===== config.mk =====
export PLATFORM = sky130hd
export DESIGN_NAME = pbp_index
export DESIGN_NICKNAME = d
export VERILOG_FILES = /design/src/rtl/core/pbp_pkg.sv /design/src/rtl/core/pbp_index.sv
export SDC_FILE = /design/constraint.sdc
export NUM_CORES = 1
export LEC_CHECK = 0
export ABC_CLOCK_PERIOD_IN_PS = 800
export BUFFER_PORTS_ARGS = -buffer_cell sky130_fd_sc_hd__buf_2
export CORE_AREA = 4 4 41 43
export DETAILED_ROUTE_END_ITERATION = 7
export DIE_AREA = 0 0 45 47
export PLACE_DENSITY = 0.77
export SYNTH_ARGS = -nofsm -noshare
export SYNTH_HDL_FRONTEND = slang
export SYNTH_SLANG_ARGS = --single-unit

===== constraint.sdc =====
create_clock -name i_clk -period 0.8 [get_ports i_clk]
set_input_delay 0.16 -clock i_clk [delete_from_list [all_inputs] [get_ports i_clk]]
set_output_delay 0.16 -clock i_clk [all_outputs]
set_load 0.02 [all_outputs]

===== src/rtl/core/pbp_pkg.sv =====
package pbp_pkg;

    localparam int PC_W  = 48;
    localparam int THR_W = 11;
    localparam int DOT_W = 13;

    localparam logic [THR_W-1:0] THR_RESET = 11'd45;

    localparam logic CMD_PREDICT = 1'b0;
    localparam logic CMD_UPDATE  = 1'b1;

    // two-bit code of one history slot
    typedef logic [1:0] t_hcode;
    localparam t_hcode H_EMPTY = 2'b00;
    localparam t_hcode H_POS   = 2'b01;
    localparam t_hcode H_NEG   = 2'b11;

endpackage


===== src/rtl/core/pbp_index.sv =====
module pbp_index #(
    parameter int ENTRIES = 256,
    parameter int IDX_W   = (ENTRIES > 1) ? $clog2(ENTRIES) : 1
) (
    input  logic                     i_clk,
    input  logic                     i_rst_n,
    input  logic                     i_start,
    input  logic [pbp_pkg::PC_W-1:0] i_pc,
    output logic                     o_done,
    output logic [IDX_W-1:0]         o_index
);

    logic             r_done;
    logic [IDX_W-1:0] r_index;

    assign o_done  = r_done;
    assign o_index = r_index;

    if (ENTRIES == 1) begin : g_single
        always_ff @(posedge i_clk) begin
            if (!i_rst_n) begin
                r_done <= 1'b0;
            end else begin
                r_done <= i_start;
            end
            r_index <= '0;
        end
    end else if ((ENTRIES & (ENTRIES - 1)) == 0) begin : g_pow2
        always_ff @(posedge i_clk) begin
            if (!i_rst_n) begin
                r_done <= 1'b0;
            end else begin
                r_done <= i_start;
            end
            if (i_start) begin
                r_index <= i_pc[IDX_W-1:0];
            end
        end
    end else begin : g_mod
        localparam int REM_W  = IDX_W + 1;
        localparam int FOLD_W = 27;
        localparam int PROD_W = 2 * FOLD_W;

        // byte weights 256^k mod ENTRIES and a reciprocal for the final reduction
        localparam logic [FOLD_W-1:0] E_VAL = FOLD_W'(ENTRIES);
        localparam logic [FOLD_W-1:0] R1    = FOLD_W'((64'd1 << 8) % ENTRIES);
        localparam logic [FOLD_W-1:0] R2    = FOLD_W'((64'd1 << 16) % ENTRIES);
        localparam logic [FOLD_W-1:0] R3    = FOLD_W'((64'd1 << 24) % ENTRIES);
        localparam logic [FOLD_W-1:0] R4    = FOLD_W'((64'd1 << 32) % ENTRIES);
        localparam logic [FOLD_W-1:0] R5    = FOLD_W'((64'd1 << 40) % ENTRIES);
        localparam logic [FOLD_W-1:0] RECIP = FOLD_W'((64'd1 << FOLD_W) / ENTRIES);

        logic              r_v1;
        logic              r_v2;
        logic              r_v3;
        logic [FOLD_W-1:0] r_fold;
        logic [FOLD_W-1:0] r_quot;
        logic [REM_W-1:0]  r_rem;
        logic [FOLD_W-1:0] fold;
        logic [PROD_W-1:0] prod;
        logic [FOLD_W-1:0] diff;

        // folded pc stays below 2^27, so the quotient estimate is low by at most one
        always_comb begin
            fold = FOLD_W'(i_pc[7:0])
                 + FOLD_W'(i_pc[15:8]) * R1
                 + FOLD_W'(i_pc[23:16]) * R2
                 + FOLD_W'(i_pc[31:24]) * R3
                 + FOLD_W'(i_pc[39:32]) * R4
                 + FOLD_W'(i_pc[47:40]) * R5;
            prod = PROD_W'(r_fold) * PROD_W'(RECIP);
            diff = r_fold - r_quot * E_VAL;
        end

        always_ff @(posedge i_clk) begin
            if (!i_rst_n) begin
                r_v1   <= 1'b0;
                r_v2   <= 1'b0;
                r_v3   <= 1'b0;
                r_done <= 1'b0;
            end else begin
                r_v1   <= i_start;
                r_v2   <= r_v1;
                r_v3   <= r_v2;
                r_done <= r_v3;
            end
            if (i_start) begin
                r_fold <= fold;
            end
            if (r_v1) begin
                r_quot <= prod[FOLD_W +: FOLD_W];
            end
            if (r_v2) begin
                r_rem <= diff[REM_W-1:0];
            end
            if (r_v3) begin
                if (r_rem >= REM_W'(ENTRIES)) begin
                    r_index <= IDX_W'(r_rem - REM_W'(ENTRIES));
                end else begin
                    r_index <= r_rem[IDX_W-1:0];
                end
            end
        end
    end

endmodule


; After elaboration in Yosys (flattened, before gate mapping)
; Cells that the tools add are included.
[word_totals]
mem_count = 0
in_bits = 51
mem_bits_rw = 0
out_inout_bits = 9
latch_bits = 0
elab_cells = 2
ff_bits = 9
rom_bits = 0
[classes]
magnitude_cmp = 0
mux = 0
n_addsub = 0
n_mul = 0
n_eq_ne = 0
div = 0
shifts = 0
bitwise_logic = 0
reduce_logical = 0

; Depth between registers and ports, before layout
[logic_depth]
word_depth = 0
mapped_depth = 1
ltp_nobuf = 1

; Least setup slack after synthesis
; OpenSTA, ideal clock, no wires.
[synth_timing]
path_kind = register to output
startpoint = register r_index[0] (netlist: o_index[0])
endpoint = output o_index[0]
path_buffers = 0
path_stages_with_launch = 1
setup_slack_ns = 0.191
arrival_time_ns = 0.449
required_ns = 0.640
path_cell_list = edfxtp_1
[synth_lines]
columns = item, line_no
row1 = "start, declared", pbp_index.sv:14  ; logic [IDX_W-1:0] r_index;
row2 = "start signal, assigned", pbp_index.sv:36  ; r_index <= i_pc[IDX_W-1:0];
row3 = "end, declared", pbp_index.sv:10  ; output logic [IDX_W-1:0] o_index
; No word-level cell between the ends.

; Worst setup path in the final report
[layout_timing]
startpoint = register r_index[4] (netlist: o_index[4])
endpoint = output o_index[4]
; No word-level cell between the ends.

==> qor.csv <==
metric;value;unit
WS Path Type;flip-flop to primary output;
area grow syn2layout;64.8;%
WHS Endpoint;o_index[3]$_DFFE_PP_;
most common cell after layout, fill and taps aside;buf_2;
Tcrit/Tclk final;120;%
cell area power density;2350;mW/mm^2
worst vdd ir;0.825;mV
failing checks;setup timing;
ratio of cells with drive above 1 in the final layout;69.7;%
Final setup viols;9;
Syn Std Cell Area;267;um^2
Filler cells;137;
Die Y-Extent;47;um
synthesized area per cell;26.7;um^2
via count;174;
Port Buffers;19;
CTS Hold Bufs;0;
die span in x;45;um
placed cells;44;
worst hold path class;input port to flip-flop;
Critical Path Start;o_index[4]$_DFFE_PP_;
Synthesis Warnings;0;
CTS tree;yes;
Max-cap violations;0;
CP Capture Type;primary output;
CTS Buffer Depth;2;
# nets final;85;
final hold violation count;0;
Final Hold Slack;0.0805;ns
Post-Route WL;566;um
Vias/cell;3.63;
Hold Path Origin;i_pc[3];
synthesized net count;61;
cells along the critical path;buf_6;
drt drc;0;
Final Slew Violations;0;
Placement Setup Slack;0.103;ns
Leak;0.190;nW
post-synth cell types;3;
total power;1.03;mW
most frequent cells in the layout;buf_2, edfxtp_1, buf_6;
status;finished with violations;
Initial Utilization;20.5;%
flip-flop and latch area;262;um^2
Least-Margin Pin Slew;0.187;ns
FF+latch count, synth;9;
Starting DRT DRC Count;2;
Finished Layout Cells;48;
Initial DRT Pass Iterations;2;
Tot GR Track Use;5.92;%
Setup Buffers After CTS;0;
# diodes;0;
Ports;60;
Core Util, Final;33.8;%
CP required;0.64;ns
crit path launch type;flip-flop;
CP Buf/Inv Count;1;
core footprint;0.00130;mm^2
Slowest-stage cell, CP;edfxtp_1;
first-pass GRT wire length;731;um
GP Congestion;0.635;
DR WL/cell;11.8;um
Hold Path Stages;1;
delay-heaviest family, CP;flip-flops;
TritonCTS Buffers;3;
number of cells on the critical path;1;
CP max stage delay;0.40;ns
Gate Count Post-Synth;10;
die area;0.00212;mm^2
Tmin final;0.964;ns
vias in the first global route;165;
H-tree depth;1;
Row Count;13;
area of the multi-input gates;6.26;um^2
Highest Clock Rate;1040;MHz
Antenna Nets Post-Route;0;
pin count of the biggest net entering global routing;10;
final setup margin;-0.164;ns
total grt overflow;0;
worst-path maximum fanout;1;
Worst-path clk slew;0.06;ns
root buffer cell;clkbuf_4;
Max transition margin;87.6;%
clock sink count;9;
Seq/Total Area, Yosys;97.7;%
data arrival time of the critical path;0.80;ns
RSZ-0062 raised after global routing;true;
initial antenna violation count;0;
timing repair:
action | 4_1_cts | 5_1_grt
endpoints found under the setup margin | 9 | 9
gates resized for setup | 7 | 4
pin swaps | 0 | 0
cells in the mapped netlist (all sizes together):
master,number,area (um^2)
and2,1,6.26
edfxtp,8,240
dfxtp,1,20.0
where the power goes:
part,internal (mW),switching (mW)
registers,0.552,0.0139
logic,0.0618,0.0707
clock network,0.191,0.141
total,0.805,0.226
layer usage:
layer / part of all wire, % / track usage (%) / wire [um]
met1: 48 / 7.33 / 270
met2: 32 / 5.93 / 182
met4: 0 / 8.77 / 0
met5: 0 / 0 / 0
met3: 20 / 2.68 / 114
logic make-up after synthesis:
kind of cell | count (synthesis) | share of synthesized area, %
DFF | 9 | 97.7
and+or+nand+nor | 1 | 2.35
flip-flops by register name (all words and copies together) (netlist names):
name     cells
o_index      8
o_done       1
stage by stage:
step	TNS [ns]	instance area, um^2
after floorplan	0	267
after global placement	0	380
after detailed placement	0	380
after CTS	-1.38	427
after global routing	-1.54	439
final	-1.18	439
worst max path at each step:
| stage | to | slack, ns |
|---|---|---|
| final | o_index[4] | -0.16 |
| after global routing | o_index[5] | -0.21 |
| after CTS | o_index[5] | -0.19 |
| after detailed placement | o_index[4] | 0.10 |
| after global placement | o_index[6] | 0.11 |
| after floorplan | o_index[0] | 0.19 |
final cells by class:
cell class / count / area share, %
clock buffers: 4 / 5.98
repair buffers: 19 / 28.8
flip-flops and latches: 9 / 59.5
multi-input cells: 1 / 1.42
well taps: 15 / 4.27
Power figures use the tool's default switching activity.
